==> src/assert_macros.svh <==
// Assertion macros shared by the RTL of the floor span extractor.
// No dependencies; each module that asserts includes this header itself.
`ifndef ASSERT_MACROS_SVH
`define ASSERT_MACROS_SVH

// Clocked check, switched off while reset is asserted.
`define FSE_ASSERT(lbl, prop) \
  lbl: assert property (@(posedge clk_i) disable iff (!rst_ni) (prop)) \
    else $error("floor span extractor check failed");

// Clocked check that also holds during reset.
`define FSE_ASSERT_ALWAYS(lbl, prop) \
  lbl: assert property (@(posedge clk_i) (prop)) \
    else $error("floor span extractor check failed");

`endif

==> src/fse_pkg.sv <==
// Package of the floor span extractor: transfer payload types and fixed constants.
// No dependencies; used by every module of the block.
`default_nettype none

package fse_pkg;

  // Field widths of the transfers and of the configuration register.
  localparam int unsigned WallHeightW = 16;
  localparam int unsigned ColumnW     = 9;
  localparam int unsigned RowW        = 6;
  localparam int unsigned HalfW       = 7;

  // Reset value of the half height register.
  localparam logic [HalfW-1:0] HalfHeightReset = 7'd64;

  // Wall height units per row are eight, so the row count drops the low bits.
  localparam int unsigned RowShift = 3;

  typedef struct packed {
    logic [WallHeightW-1:0] wall_height;
    logic                   last_column;
  } in_item_t;

  typedef struct packed {
    logic [ColumnW-1:0] span_start;
    logic [ColumnW-1:0] span_end;
    logic [RowW-1:0]    span_row;
    logic               last_of_run;
  } out_item_t;

  // Shift control handed down the chain of start column cells.
  typedef struct packed {
    logic push;
    logic pop;
  } stack_ctrl_t;

endpackage

`default_nettype wire

==> src/fse_cell.sv <==
// One cell of the start column chain: holds the start column of one open row.
// Depends on fse_pkg for the shift control struct.
`default_nettype none

module fse_cell #(
  parameter int unsigned WIDTH = 9
) (
  input  wire logic                clk_i,
  input  wire fse_pkg::stack_ctrl_t ctrl_i,
  input  wire logic [WIDTH-1:0]    above_i,
  input  wire logic [WIDTH-1:0]    below_i,
  output logic      [WIDTH-1:0]    value_o
);

  logic [WIDTH-1:0] value_q;

  // A push takes the neighbour above, a pop the neighbour below.
  always_ff @(posedge clk_i) begin
    if (ctrl_i.push) begin
      value_q <= above_i;
    end else if (ctrl_i.pop) begin
      value_q <= below_i;
    end
  end

  assign value_o = value_q;

endmodule

`default_nettype wire

==> src/fse_stack.sv <==
// Chain of start column cells forming a stack; the first cell is the lowest open row.
// Depends on fse_pkg and fse_cell.
`default_nettype none

module fse_stack #(
  parameter int unsigned DEPTH = 64,
  parameter int unsigned WIDTH = 9
) (
  input  wire logic                 clk_i,
  input  wire fse_pkg::stack_ctrl_t ctrl_i,
  input  wire logic [WIDTH-1:0]     push_data_i,
  output logic      [WIDTH-1:0]     top_o
);

  logic [WIDTH-1:0] value [DEPTH];

  for (genvar k = 0; k < DEPTH; k++) begin : g_cell
    logic [WIDTH-1:0] above;
    logic [WIDTH-1:0] below;

    if (k == 0) begin : g_first
      assign above = push_data_i;
    end else begin : g_inner_above
      assign above = value[k-1];
    end

    // The deepest cell refills with its own value on a pop.
    if (k == DEPTH - 1) begin : g_last
      assign below = value[k];
    end else begin : g_inner_below
      assign below = value[k+1];
    end

    fse_cell #(
      .WIDTH (WIDTH)
    ) u_cell (
      .clk_i   (clk_i),
      .ctrl_i  (ctrl_i),
      .above_i (above),
      .below_i (below),
      .value_o (value[k])
    );
  end

  assign top_o = value[0];

endmodule

`default_nettype wire

==> src/floor_span_extractor.sv <==
// Floor span extractor: one column per input transfer, several spans out. A column is accepted
// in the idle state, then the sequencer opens or closes its rows one at a time, then a closing
// step returns to idle; flushed rows on the last column and any output stall lengthen the work.
// The row sequencer moves one row a cycle through the cell chain unless an output stall holds it.
// Reset: half height 64, current height min(64, MAX_HALF_ROWS), column 0, no result pending;
// the start column cells are not cleared and hold nothing defined until pushed.
`default_nettype none
`include "assert_macros.svh"

module floor_span_extractor #(
  parameter int unsigned MAX_HALF_ROWS = 64,
  parameter int unsigned MAX_COLUMNS   = 512
) (
  input  wire logic                            clk_i,
  input  wire logic                            rst_ni,
  // Column input
  input  wire logic                            in_valid_i,
  output logic                                 in_ready_o,
  input  wire fse_pkg::in_item_t               in_data_i,
  // Span output
  output logic                                 out_valid_o,
  input  wire logic                            out_ready_i,
  output fse_pkg::out_item_t                   out_data_o,
  // Half height register
  input  wire logic                            cfg_we_i,
  input  wire logic [fse_pkg::HalfW-1:0]       cfg_wdata_i
);

  // Height counter must hold MAX_HALF_ROWS itself; column counter indexes columns.
  localparam int unsigned LW = $clog2(MAX_HALF_ROWS + 1);
  localparam int unsigned XW = $clog2(MAX_COLUMNS);
  localparam int unsigned HW = fse_pkg::WallHeightW - fse_pkg::RowShift;

  localparam logic [LW-1:0] MaxRows  = LW'(MAX_HALF_ROWS);
  localparam logic [XW-1:0] LastCol  = XW'(MAX_COLUMNS - 1);
  localparam logic [LW-1:0] ResetL   =
    (fse_pkg::HalfHeightReset > fse_pkg::HalfW'(MAX_HALF_ROWS)) ? MaxRows
                                         : LW'(fse_pkg::HalfHeightReset);

  // Sequencer states.
  localparam logic ST_IDLE = 1'b0;
  localparam logic ST_WORK = 1'b1;

  logic                      state_q, state_d;
  logic [fse_pkg::HalfW-1:0] half_q;
  logic [LW-1:0]             cur_height_q, cur_height_d;
  logic [XW-1:0]             column_q, column_d;
  logic [LW-1:0]             target_height_q;
  logic                      last_q;
  // Set once the flush of a last column has begun, so that the rows it closes above the
  // column's own height are not opened again.
  logic                      flush_q;

  logic                      out_valid_q;
  fse_pkg::out_item_t        out_q, out_d;
  logic                      out_load;

  fse_pkg::stack_ctrl_t      stack_ctrl;
  logic [XW-1:0]             stack_top;

  // Effective half height is the register clipped to the number of cells.
  logic [LW-1:0] eff_half;
  logic [LW-1:0] cfg_half;
  assign eff_half = (half_q > fse_pkg::HalfW'(MAX_HALF_ROWS)) ? MaxRows : half_q[LW-1:0];
  assign cfg_half = (cfg_wdata_i > fse_pkg::HalfW'(MAX_HALF_ROWS)) ? MaxRows
                                                                    : cfg_wdata_i[LW-1:0];

  // Row count of the incoming column. Saturating at the cell count changes no decision,
  // since the current height never exceeds it.
  logic [HW-1:0] in_rows;
  logic [LW-1:0] in_rows_sat;
  assign in_rows     = in_data_i.wall_height[fse_pkg::WallHeightW-1:fse_pkg::RowShift];
  assign in_rows_sat = (in_rows > HW'(MAX_HALF_ROWS)) ? MaxRows : in_rows[LW-1:0];

  // Neighbouring columns with wrap-around.
  logic [XW-1:0] prev_column;
  logic [XW-1:0] next_column;
  assign prev_column = (column_q == '0) ? LastCol : column_q - XW'(1);
  assign next_column = (column_q == LastCol) ? '0 : column_q + XW'(1);

  // Per-cycle row decisions while a column is worked on. A fall opens rows from the top
  // of the stack downwards; a rise closes them upwards to the capped target; on the last
  // column the remaining rows up to the half height are flushed with the current column.
  logic [LW-1:0] rise_limit;
  logic          do_fall, do_rise, do_flush, do_pop, do_emit, slot_free, stall, work_done;
  logic [LW-1:0] final_row_next;

  assign rise_limit = (target_height_q < eff_half) ? target_height_q : eff_half;
  assign do_fall    = !flush_q && (cur_height_q > target_height_q);
  assign do_rise    = cur_height_q < rise_limit;
  assign do_flush   = !do_fall && !do_rise && last_q && (cur_height_q < eff_half);
  assign do_pop     = do_rise || do_flush;
  // Row zero is closed like any other but never reported.
  assign do_emit    = do_pop && (cur_height_q != '0);
  assign slot_free  = !out_valid_q || out_ready_i;
  assign stall      = do_emit && !slot_free;
  assign work_done  = !do_fall && !do_pop;

  // The closed rows of one column are contiguous, so the last span is the one whose row
  // sits just below the final height that the column reaches.
  assign final_row_next = last_q ? eff_half : rise_limit;

  always_comb begin
    state_d      = state_q;
    cur_height_d = cur_height_q;
    column_d     = column_q;
    stack_ctrl   = '0;
    out_load     = 1'b0;
    out_d        = out_q;

    unique case (state_q)
      ST_IDLE: begin
        if (in_valid_i) begin
          state_d = ST_WORK;
        end
      end
      ST_WORK: begin
        if (do_fall) begin
          stack_ctrl.push = 1'b1;
          cur_height_d    = cur_height_q - LW'(1);
        end else if (do_pop && !stall) begin
          stack_ctrl.pop = 1'b1;
          cur_height_d   = cur_height_q + LW'(1);
          out_load       = do_emit;
          out_d.span_start  = fse_pkg::ColumnW'(stack_top);
          out_d.span_end    = fse_pkg::ColumnW'(do_rise ? prev_column : column_q);
          out_d.span_row    = fse_pkg::RowW'(cur_height_q);
          out_d.last_of_run = (cur_height_q + LW'(1)) == final_row_next;
        end else if (work_done) begin
          state_d = ST_IDLE;
          if (last_q) begin
            cur_height_d = eff_half;
            column_d     = '0;
          end else begin
            column_d = next_column;
          end
        end
      end
      default: begin
        state_d = ST_IDLE;
      end
    endcase

    // The register starts a new frame; the user must write it only while the block is idle (not enforced).
    if (cfg_we_i) begin
      cur_height_d = cfg_half;
      column_d     = '0;
    end
  end

  always_ff @(posedge clk_i or negedge rst_ni) begin
    if (!rst_ni) begin
      state_q      <= ST_IDLE;
      half_q       <= fse_pkg::HalfHeightReset;
      cur_height_q <= ResetL;
      column_q     <= '0;
      out_valid_q  <= 1'b0;
      flush_q      <= 1'b0;
    end else begin
      state_q      <= state_d;
      cur_height_q <= cur_height_d;
      column_q     <= column_d;
      if (cfg_we_i) begin
        half_q <= cfg_wdata_i;
      end
      if (out_load) begin
        out_valid_q <= 1'b1;
      end else if (out_ready_i) begin
        out_valid_q <= 1'b0;
      end
      if (in_valid_i && in_ready_o) begin
        flush_q <= 1'b0;
      end else if (stack_ctrl.pop && do_flush) begin
        flush_q <= 1'b1;
      end
    end
  end

  // Column payload and output payload need no reset.
  always_ff @(posedge clk_i) begin
    if (in_valid_i && in_ready_o) begin
      target_height_q <= in_rows_sat;
      last_q          <= in_data_i.last_column;
    end
    if (out_load) begin
      out_q <= out_d;
    end
  end

  // Start columns of the open rows; the first cell belongs to the current height.
  fse_stack #(
    .DEPTH (MAX_HALF_ROWS),
    .WIDTH (XW)
  ) u_stack (
    .clk_i       (clk_i),
    .ctrl_i      (stack_ctrl),
    .push_data_i (column_q),
    .top_o       (stack_top)
  );

  assign in_ready_o  = (state_q == ST_IDLE);
  assign out_valid_o = out_valid_q;
  assign out_data_o  = out_q;

  // The current height never climbs above the effective half height.
  `FSE_ASSERT(a_height_bound, cur_height_q <= eff_half)
  // An accepted column is always worked on in the following cycle.
  `FSE_ASSERT(a_accept_to_work, (in_valid_i && in_ready_o) |=> (state_q == ST_WORK))
  // Row zero is never reported.
  `FSE_ASSERT(a_no_row_zero, out_valid_o |-> (out_data_o.span_row != '0))
  // Every falling step lowers the height by exactly one row.
  `FSE_ASSERT(a_fall_step,
              (state_q == ST_WORK && do_fall && !cfg_we_i) |=>
              (cur_height_q == $past(cur_height_q) - LW'(1)))

endmodule

`default_nettype wire
==> config.mk <==
export PLATFORM = sky130hd
export DESIGN_NAME = floor_span_extractor
export DESIGN_NICKNAME = d
export VERILOG_FILES = /design/src/fse_pkg.sv /design/src/fse_cell.sv /design/src/fse_stack.sv /design/src/floor_span_extractor.sv
export VERILOG_INCLUDE_DIRS = /design/src /design/src/src
export SDC_FILE = /design/constraint.sdc
export NUM_CORES = 1
export LEC_CHECK = 0
export ABC_AREA = 1
export BUFFER_PORTS_ARGS = -buffer_cell sky130_fd_sc_hd__buf_4
export CAP_MARGIN = 30
export CORE_MARGIN = 2
export CORE_UTILIZATION = 55
export CTS_BUF_LIST = sky130_fd_sc_hd__clkbuf_16
export DETAILED_ROUTE_END_ITERATION = 8
export PLACE_DENSITY = 0.71
export SLEW_MARGIN = 20
export SYNTH_ARGS = -nofsm -noshare
export SYNTH_HDL_FRONTEND = slang
export SYNTH_SLANG_ARGS = --single-unit
==> constraint.sdc <==
create_clock -name clk_i -period 41.6 [get_ports clk_i]
set_clock_uncertainty 0.1 [all_clocks]
set_input_delay 8.32 -clock clk_i [delete_from_list [all_inputs] [get_ports clk_i]]
set_output_delay 8.32 -clock clk_i [all_outputs]
set_load 0.01 [all_outputs]
[Word level (Yosys, flattened, before mapping)]
Index checks and enable logic that the tools add are counted.
Operators by class
  magnitude comparators: 7
  bitwise operators: 2
  multiplexer cells: 161
  add/subtract/negate cells: 4
  eq/ne operators: 4
  reductions and logical operators: 31
Operators by type and width (number)
  two-way mux 9 bit: 135
  two-way mux 7 bit: 10
  < comparator 7 bit: 3
  greater-than comparator 7 bit, second input constant: 2
  two-way mux 1 bit: 14
  greater-than comparator 13 x 7 -> 1 bit, second input constant: 1
  logical AND 1 bit: 10
  nonzero test 2 bit: 5
  adder 9 x 1 -> 9 bit, second input constant: 1
  equality test 9 bit, second input constant: 1
  zero test 9 bit: 1
  subtractor 9 x 1 -> 9 bit, second input constant: 1
  AND reduction 4 bit: 2
  nonzero test 4 bit: 2
  adder 7 x 1 -> 7 bit, second input constant: 1
  equality test 7 bit: 1
  greater-than comparator 7 bit: 1
  zero test 1 bit: 7
  nonzero test 7 bit: 1
  subtractor 7 x 1 -> 7 bit, second input constant: 1
  != test 2 bit, second input constant: 2
  AND reduction 3 bit: 1
  logical OR 1 bit: 2
  two-way mux 2 bit: 1
  2 further kinds: 3
Word-level totals
  logic and storage cells: 285
  bits in registers: 635

[Logic depth before layout (Yosys ltp)]
Gate-level depths: netlist of the first run.
  word-level depth: 20
  mapped depth: 31
  gate-level depth less buffers: 30

[Modules after synthesis]
From an unflattened synthesis of the first run, not the netlist that was laid out.
Second synthesis, totals
  cell total of the unflattened synthesis: 2962
  area, all modules: 29084.1 um^2
Modules (own cells, without submodules)
  fse_cell: cells an instance 39, area each 392.9 um^2, instances 64
  floor_span_extractor: cells an instance 466, area each 3940.0 um^2, instances 1

[Least setup slack after synthesis of the first run]
OpenSTA, ideal clock, no wires.
  path kind: input to register
  from: in out_ready_i
  to: reg u_stack.g_cell[0].u_cell.value_q[0] (enable)
  stages on the path: 4
  data arrival time: 35711 ps
  slack: 4098 ps
  required time: 39809 ps
  cell sequence: nor3_1 -> clkinv_1 -> nand2_4 -> a21oi_1
Between the ends
  word-level cells in the longest chain between the ends: 9
Ends and longest elaborated chain
  start: declaration: RTL line floor_span_extractor.sv:22  | input wire logic out_ready_i,
  logical OR 1 bit: RTL line floor_span_extractor.sv:95  | assign slot_free = !out_valid_q || out_ready_i;
  zero test 1 bit: RTL line floor_span_extractor.sv:96  | assign stall = do_emit && !slot_free;
  logical AND 1 bit: RTL line floor_span_extractor.sv:96
  zero test 1 bit: RTL line floor_span_extractor.sv:121  | end else if (do_pop && !stall) begin
  logical AND 1 bit: RTL line floor_span_extractor.sv:121
  two-way mux 1 bit: RTL line floor_span_extractor.sv:121
  two-way mux 1 bit: RTL line floor_span_extractor.sv:118  | if (do_fall) begin
  two-way mux 2 bit: RTL line floor_span_extractor.sv:111  | unique case (state_q)
  nonzero test 2 bit (no source line)
  end signal: assignment: RTL line fse_cell.sv:20  | value_q <= above_i;
  end signal: assignment: RTL line fse_cell.sv:22  | value_q <= below_i;
  end: declaration: RTL line fse_cell.sv:15  | logic [WIDTH-1:0] value_q;
No other way between the ends.
A chain may end at the register's enable or synchronous reset.

[Final worst setup path of the first run]
  from: in out_ready_i
  to: reg u_stack.g_cell[60].u_cell.value_q[2] (enable)
Between the ends
  word-level cells in the longest chain between the ends: 9
Ends and longest elaborated chain (RTL line)
  logical OR 1 bit: floor_span_extractor.sv:95
  zero test 1 bit: floor_span_extractor.sv:96
  logical AND 1 bit: floor_span_extractor.sv:96
  zero test 1 bit: floor_span_extractor.sv:121
  logical AND 1 bit: floor_span_extractor.sv:121
  two-way mux 1 bit: floor_span_extractor.sv:121
  two-way mux 1 bit: floor_span_extractor.sv:118
  two-way mux 2 bit: floor_span_extractor.sv:111
  nonzero test 2 bit (no source line)
  end signal: assignment: fse_cell.sv:20
  end signal: assignment: fse_cell.sv:22
  end: declaration: fse_cell.sv:15
No other way between the ends.

==> impl_metrics.ini, run 1 <==
[run_status]
status = finished, final reports clean

[timing]
slew_viol_final = 0
worst_pin_slew_ns = 1.119
fmax_mhz = 93.05
min_period_ns = 10.75
final.setup.tns_ns = 0
rsz0062_at_grt = no
fin_hold_ws_ns = 0.3480
period_share_pct = 25.83
relSlewSlack_pct = 25.39
setup_viol = 0
finalHoldViolations = 0

[cells_and_area]
seqCellArea_um2 = 18940
n_fill_cell = 3594
mostFrequentLayoutCell = edfxtp_1
areaGrowthSynthToFinish_pct = 11.42
fin_nets = 1807
multi_input_area_um2 = 8359
layout_common_cells = edfxtp_1, mux2_2, nand2_1
antennaDiodeCount = 0
drive_gt1_share_pct = 41.60

[routing]
dr.first_iter.drc_count = 1002
post_drt_wl_per_cell_um = 16.69
viasPerCell = 5.481
ant_nets = 0
dr.pass1.iters = 6
drc = 0
num_vias = 13539
routed_wl_mm = 41.22

[clock_network]
post_cts_resized = 0
cts_tree = yes
postCtsSetupBuffers = 0
insertion_delay_ns = 0.59
numCtsBuffers = 68
clkSlewWorstSetupHoldPaths_ns = 0.06
clk_path_buf_depth = 3
clock-sinks = 635
h-tree-depth = 3
ctsHoldBuffers = 0
cts-root-buf = clkbuf_16

[die]
core_um2 = 50170
pin_count = 56
die_area_um2 = 52560
start_util_pct = 55.63
die_w_um = 229.3
die_h_um = 229.3
rows = 82

[placed_design]
dpl.hpwl_mm = 24.24
io_buffers = 52
place.gp.congestion = 0.9033

[worst_setup_path]
cpPeakStageDelay_ns = 0.64
timing.critical_path.slowest_stage_cell = buf_12
crit_top_cell = buf_12
startpoint_type = primary input
cp.arrival_ns = 10.87
cp_num_buf_inv = 5
crit_type = in2reg
worstSetupEndpointType = register
cp.required_ns = 41.72
crit_chain = buf_4 > nor3_1 > clkinv_1 > nand2_4 > a21oi_4 > buf_12 > buf_12 > buf_16
critPathTopFamily = buffers and inverters
cp_max_fo = 185

[synthesis]
synth_cell_types = 39
ys_warn_count = 0
yosysSeqAreaShare_pct = 67.87
syn-cell-area_um2 = 27910
synthCells = 1685
synth_seq_cells = 635
synth_nets = 1745
syn_area_per_cell_um2 = 16.56

[global_routing]
antenna_found_initial = 0
track_usage_pct = 15.91
first_global_vias = 13956
gr-total-overflow = 0
grt_max_degree = 223
grt_pass1_wl_mm = 69.47

[flow_run]
cap_violations = 0

[worst_hold_path]
hold_path.class = reg2reg
[cell type report]
type,instances,area share [%]
flip-flops and latches,635,60.91
well taps,672,2.704
clock buffers,71,5.714
clock inverters,50,0.9536
repair buffers,66,2.052
multi-input cells,911,26.88
inverters,65,0.7846
[cells by family after synthesis]
family | after synthesis | synth area share [%]
flops | 635 | 67.87
buf+inv | 139 | 2.260
fa+ha+maj | 31 | 1.390
simple gates | 227 | 3.663
xor+xnor | 19 | 0.5963
compound gates | 74 | 1.632
mux | 560 | 22.59
[worst paths after layout]
kind / startpoint / endpoint / slack, ns / cells after the start
min in group asynchronous: rst_ni / cur_height_q[1]$_DFFE_PN0P_ / 7.54 / 1
max in group asynchronous: rst_ni / cur_height_q[6]$_DFFE_PN1P_ / 33.54 / 1
setup / recovery: out_ready_i / u_stack.g_cell[60].u_cell.value_o[2]$_DFFE_PP_ / 30.85 / 8
setup reg to reg: half_q[2]$_DFFE_PN0P_ / u_stack.g_cell[60].u_cell.value_o[2]$_DFFE_PP_ / 35.42 / 23
hold / removal: u_stack.g_cell[0].u_cell.value_o[8]$_DFFE_PP_ / out_data_o[24]$_DFFE_PP_ / 0.35 / 0
hold reg to reg: u_stack.g_cell[0].u_cell.value_o[8]$_DFFE_PP_ / out_data_o[24]$_DFFE_PP_ / 0.35 / 0
[stage by stage]
step	cells	instance area, µm²	setup WS [ns]	util, %
CTS	2465	30970	30.99	61.72
global placement	2344	28890	30.44	57.59
detailed placement	2344	28890	30.34	57.59
global route	2470	31100	30.71	61.98
floorplan	1685	27910	4.098	-
finish	2470	31100	30.85	61.98
[cells in the mapped netlist (all sizes together)]
master,number,share of area (%)
a2111oi,1,0.031
a211oi,4,0.11
a21oi,21,0.47
a41oi,1,0.031
buf,66,1.3
clkbuf,8,0.11
clkinv,2,0.027
dfrtp,24,2.2
dfstp,2,0.19
edfxtp,609,66
ha,31,1.4
inv,63,0.85
mux2,560,23
nand2,115,1.7
nand3,41,0.77
nand4,9,0.22
nor2,48,0.70
nor3,11,0.20
nor4,2,0.045
o211ai,1,0.027
o21a,7,0.19
o21ai,33,0.63
o21bai,1,0.027
o22ai,4,0.090
o31ai,1,0.027
or4,1,0.027
xnor2,8,0.25
xor2,11,0.35
[registers in the layout, summed over array words and instances (netlist names)]
name and cells:
out_valid_o 1, cur_height_q 7, flush_q 1, half_q 7, u_stack.g_cell.u_cell.value_o 576, column_q 9, last_q 1, out_data_o 25
state_q 1, target_height_q 7
[metal layers]
layer	global-route usage, %	part of all wire, %	vias up
li1	-	-	6548
met1	21.93	47	6711
met2	25.15	47	194
met3	3.386	3.4	86
met4	5.743	2.8	0
met5	0	0	-
Power of run 1 is left out: the tool's default activity adds up to more than one toggle a clock period on the data nets, which glitch-free logic cannot reach.
==> run 2: changes to the inputs <==
--- a/config.mk
+++ b/config.mk
@@ -13,7 +13,7 @@
 export CORE_UTILIZATION = 55
 export CTS_BUF_LIST = sky130_fd_sc_hd__clkbuf_16
 export DETAILED_ROUTE_END_ITERATION = 8
-export PLACE_DENSITY = 0.71
+export PLACE_DENSITY = 0.74
 export SLEW_MARGIN = 20
 export SYNTH_ARGS = -nofsm -noshare
 export SYNTH_HDL_FRONTEND = slang
==> constraint.sdc (replaced) <==
create_clock -name clk_i -period 9.3 [get_ports clk_i]
set_clock_uncertainty 0.1 [all_clocks]
set_input_delay 1.86 -clock clk_i [delete_from_list [all_inputs] [get_ports clk_i]]
set_output_delay 1.86 -clock clk_i [all_outputs]
set_load 0.01 [all_outputs]
==> impl_metrics.ini, run 2 (synthesized netlist as in run 1, its figures left out) <==
[timing]
setup_viol = 0
final.setup.tns_ns = 0
rsz0062_at_grt = no
relSlewSlack_pct = 29.07
min_period_ns = 5.209
worst_pin_slew_ns = 1.064
finalHoldViolations = 0
period_share_pct = 56.01
fin_hold_ws_ns = 0.3493
slew_viol_final = 0
fmax_mhz = 192.0

[global_routing]
grt_max_degree = 211
first_global_vias = 13951
grt_pass1_wl_mm = 69.77
track_usage_pct = 15.93
gr-total-overflow = 0
antenna_found_initial = 0

[routing]
dr.first_iter.drc_count = 995
dr.pass1.iters = 5
routed_wl_mm = 41.56
ant_nets = 0
num_vias = 13488
viasPerCell = 5.459
post_drt_wl_per_cell_um = 16.82
drc = 0

[worst_setup_path]
r2r_start = half_q[0]$_DFFE_PN0P_
cp.required_ns = 9.40
reg2reg_slack_ns = 4.09
cp_max_fo = 209
cp.arrival_ns = 5.31
r2r-end = u_stack.g_cell[31].u_cell.value_o[8]$_DFFE_PP_
setup.worst_path.start = half_q[0]$_DFFE_PN0P_
cp_num_buf_inv = 4
critPathTopFamily = buffers and inverters
crit_chain = nor2_1 > nand3_1 > nand2_2 > inv_2 > nor2_1 > inv_1 > ha_2 > a21oi_2 > nor2_1 > a211oi_2 > nand2_2 > o21ai_1 > ha_1 > nand2_1 > nor2_1 > a211oi_2 > nand2_4 > nand2_4 > nand2_4 > a21oi_4 > buf_12 > buf_12
startpoint_type = register
crit_top_cell = nor2_1
timing.critical_path.slowest_stage_cell = buf_12
crit_type = reg2reg
cpPeakStageDelay_ns = 0.84
cp.depth = 22
worstRegToRegCells = 22
worstSetupEndpointType = register
crit_path_end = u_stack.g_cell[31].u_cell.value_o[8]$_DFFE_PP_

[die]
die_h_um = 229.3
core_um2 = 50170
die_area_um2 = 52560
pin_count = 56
start_util_pct = 55.63
rows = 82
die_w_um = 229.3

[cells_and_area]
fin_nets = 1806
mostFrequentLayoutCell = edfxtp_1
final_area_um2 = 31220
largest_reg_flops = 576
drive_gt1_share_pct = 42.63
areaGrowthSynthToFinish_pct = 11.88
layout_common_cells = edfxtp_1, mux2_2, nand2_1
fin_util_pct = 62.24
antennaDiodeCount = 0

[placed_design]
dpl.hpwl_mm = 24.59
place.gp.congestion = 0.9185
dpl_cell_area_um2 = 28940
io_buffers = 52

[clock_network]
cts_tree = yes
clk_path_buf_depth = 3
ctsHoldBuffers = 0
numCtsBuffers = 67
postCtsSetupBuffers = 0
insertion_delay_ns = 0.59
post_cts_resized = 0
clkSlewWorstSetupHoldPaths_ns = 0.06
h-tree-depth = 3
clock-sinks = 635
cts-root-buf = clkbuf_16

[flow_run]
cap_violations = 0

[run_status]
status = finished, final reports clean

[worst_hold_path]
hold_path.class = reg2reg
[run 2: changes by cell type in the layout (fill, tap and decap cells not counted), sizes merged]
cell,before,now
clkinvlp,0,4
clkbuf,71,68
bufinv,2,7
clkinv,34,33
inv,79,75
[run 2: worst min-delay path by stage]
stage / startpoint / cells after the start / end
final: u_stack.g_cell[62].u_cell.value_o[3]$_DFFE_PP_ / 0 / u_stack.g_cell[63].u_cell.value_o[3]$_DFFE_PP_
after global routing: u_stack.g_cell[62].u_cell.value_o[3]$_DFFE_PP_ / 0 / u_stack.g_cell[63].u_cell.value_o[3]$_DFFE_PP_
after CTS: u_stack.g_cell[62].u_cell.value_o[0]$_DFFE_PP_ / 0 / u_stack.g_cell[63].u_cell.value_o[0]$_DFFE_PP_
after detailed placement: u_stack.g_cell[62].u_cell.value_o[5]$_DFFE_PP_ / 0 / u_stack.g_cell[63].u_cell.value_o[5]$_DFFE_PP_
after global placement: u_stack.g_cell[62].u_cell.value_o[7]$_DFFE_PP_ / 0 / u_stack.g_cell[63].u_cell.value_o[7]$_DFFE_PP_
after floorplan: u_stack.g_cell[0].u_cell.value_o[0]$_DFFE_PP_ / 0 / out_data_o[16]$_DFFE_PP_
[run 2: final cells by class]
class	count	area, µm²
tap	672	840.8
clock inverter	54	483.0
fill	3524	18950
timing repair buffer	66	618.1
multi-input combinational	911	8397
clock buffer	68	1702
sequential	635	18940
inverter	65	244.0
[run 2: layer usage]
layer  part of all wire (%)  GRT usage, %  up-vias  wire, µm
met4                    2.9         5.824        0      1225
li1                       -             -     6531         -
met1                     47         21.88     6670     19340
met2                     47         25.39      199     19530
met5                      0             0        -         0
met3                    3.5         3.200       88      1464
[run 2: per-stage QoR]
stage | setup WS [ns] | std cells
after floorplan | -3.240 | 1685
after global placement | 3.650 | 2345
after detailed placement | 3.512 | 2345
after CTS | 3.467 | 2467
after global routing | 3.658 | 2471
final | 4.091 | 2471
[run 2: worst reg2reg max path, stage by stage, from the launching register on]
cell and delay, ns:
dfrtp_1 0.41, nor2_1 0.12, nand3_1 0.09, nand2_2 0.12, inv_2 0.05, nor2_1 0.14
inv_1 0.12, ha_2 0.19, a21oi_2 0.12, nor2_1 0.06, a211oi_2 0.20, nand2_2 0.21
o21ai_1 0.30, ha_1 0.30, nand2_1 0.07, nor2_1 0.05, a211oi_2 0.21, nand2_4 0.13
nand2_4 0.18, nand2_4 0.14, a21oi_4 0.19, buf_12 0.32, buf_12 0.89
Power of run 2 is left out for the same reason.
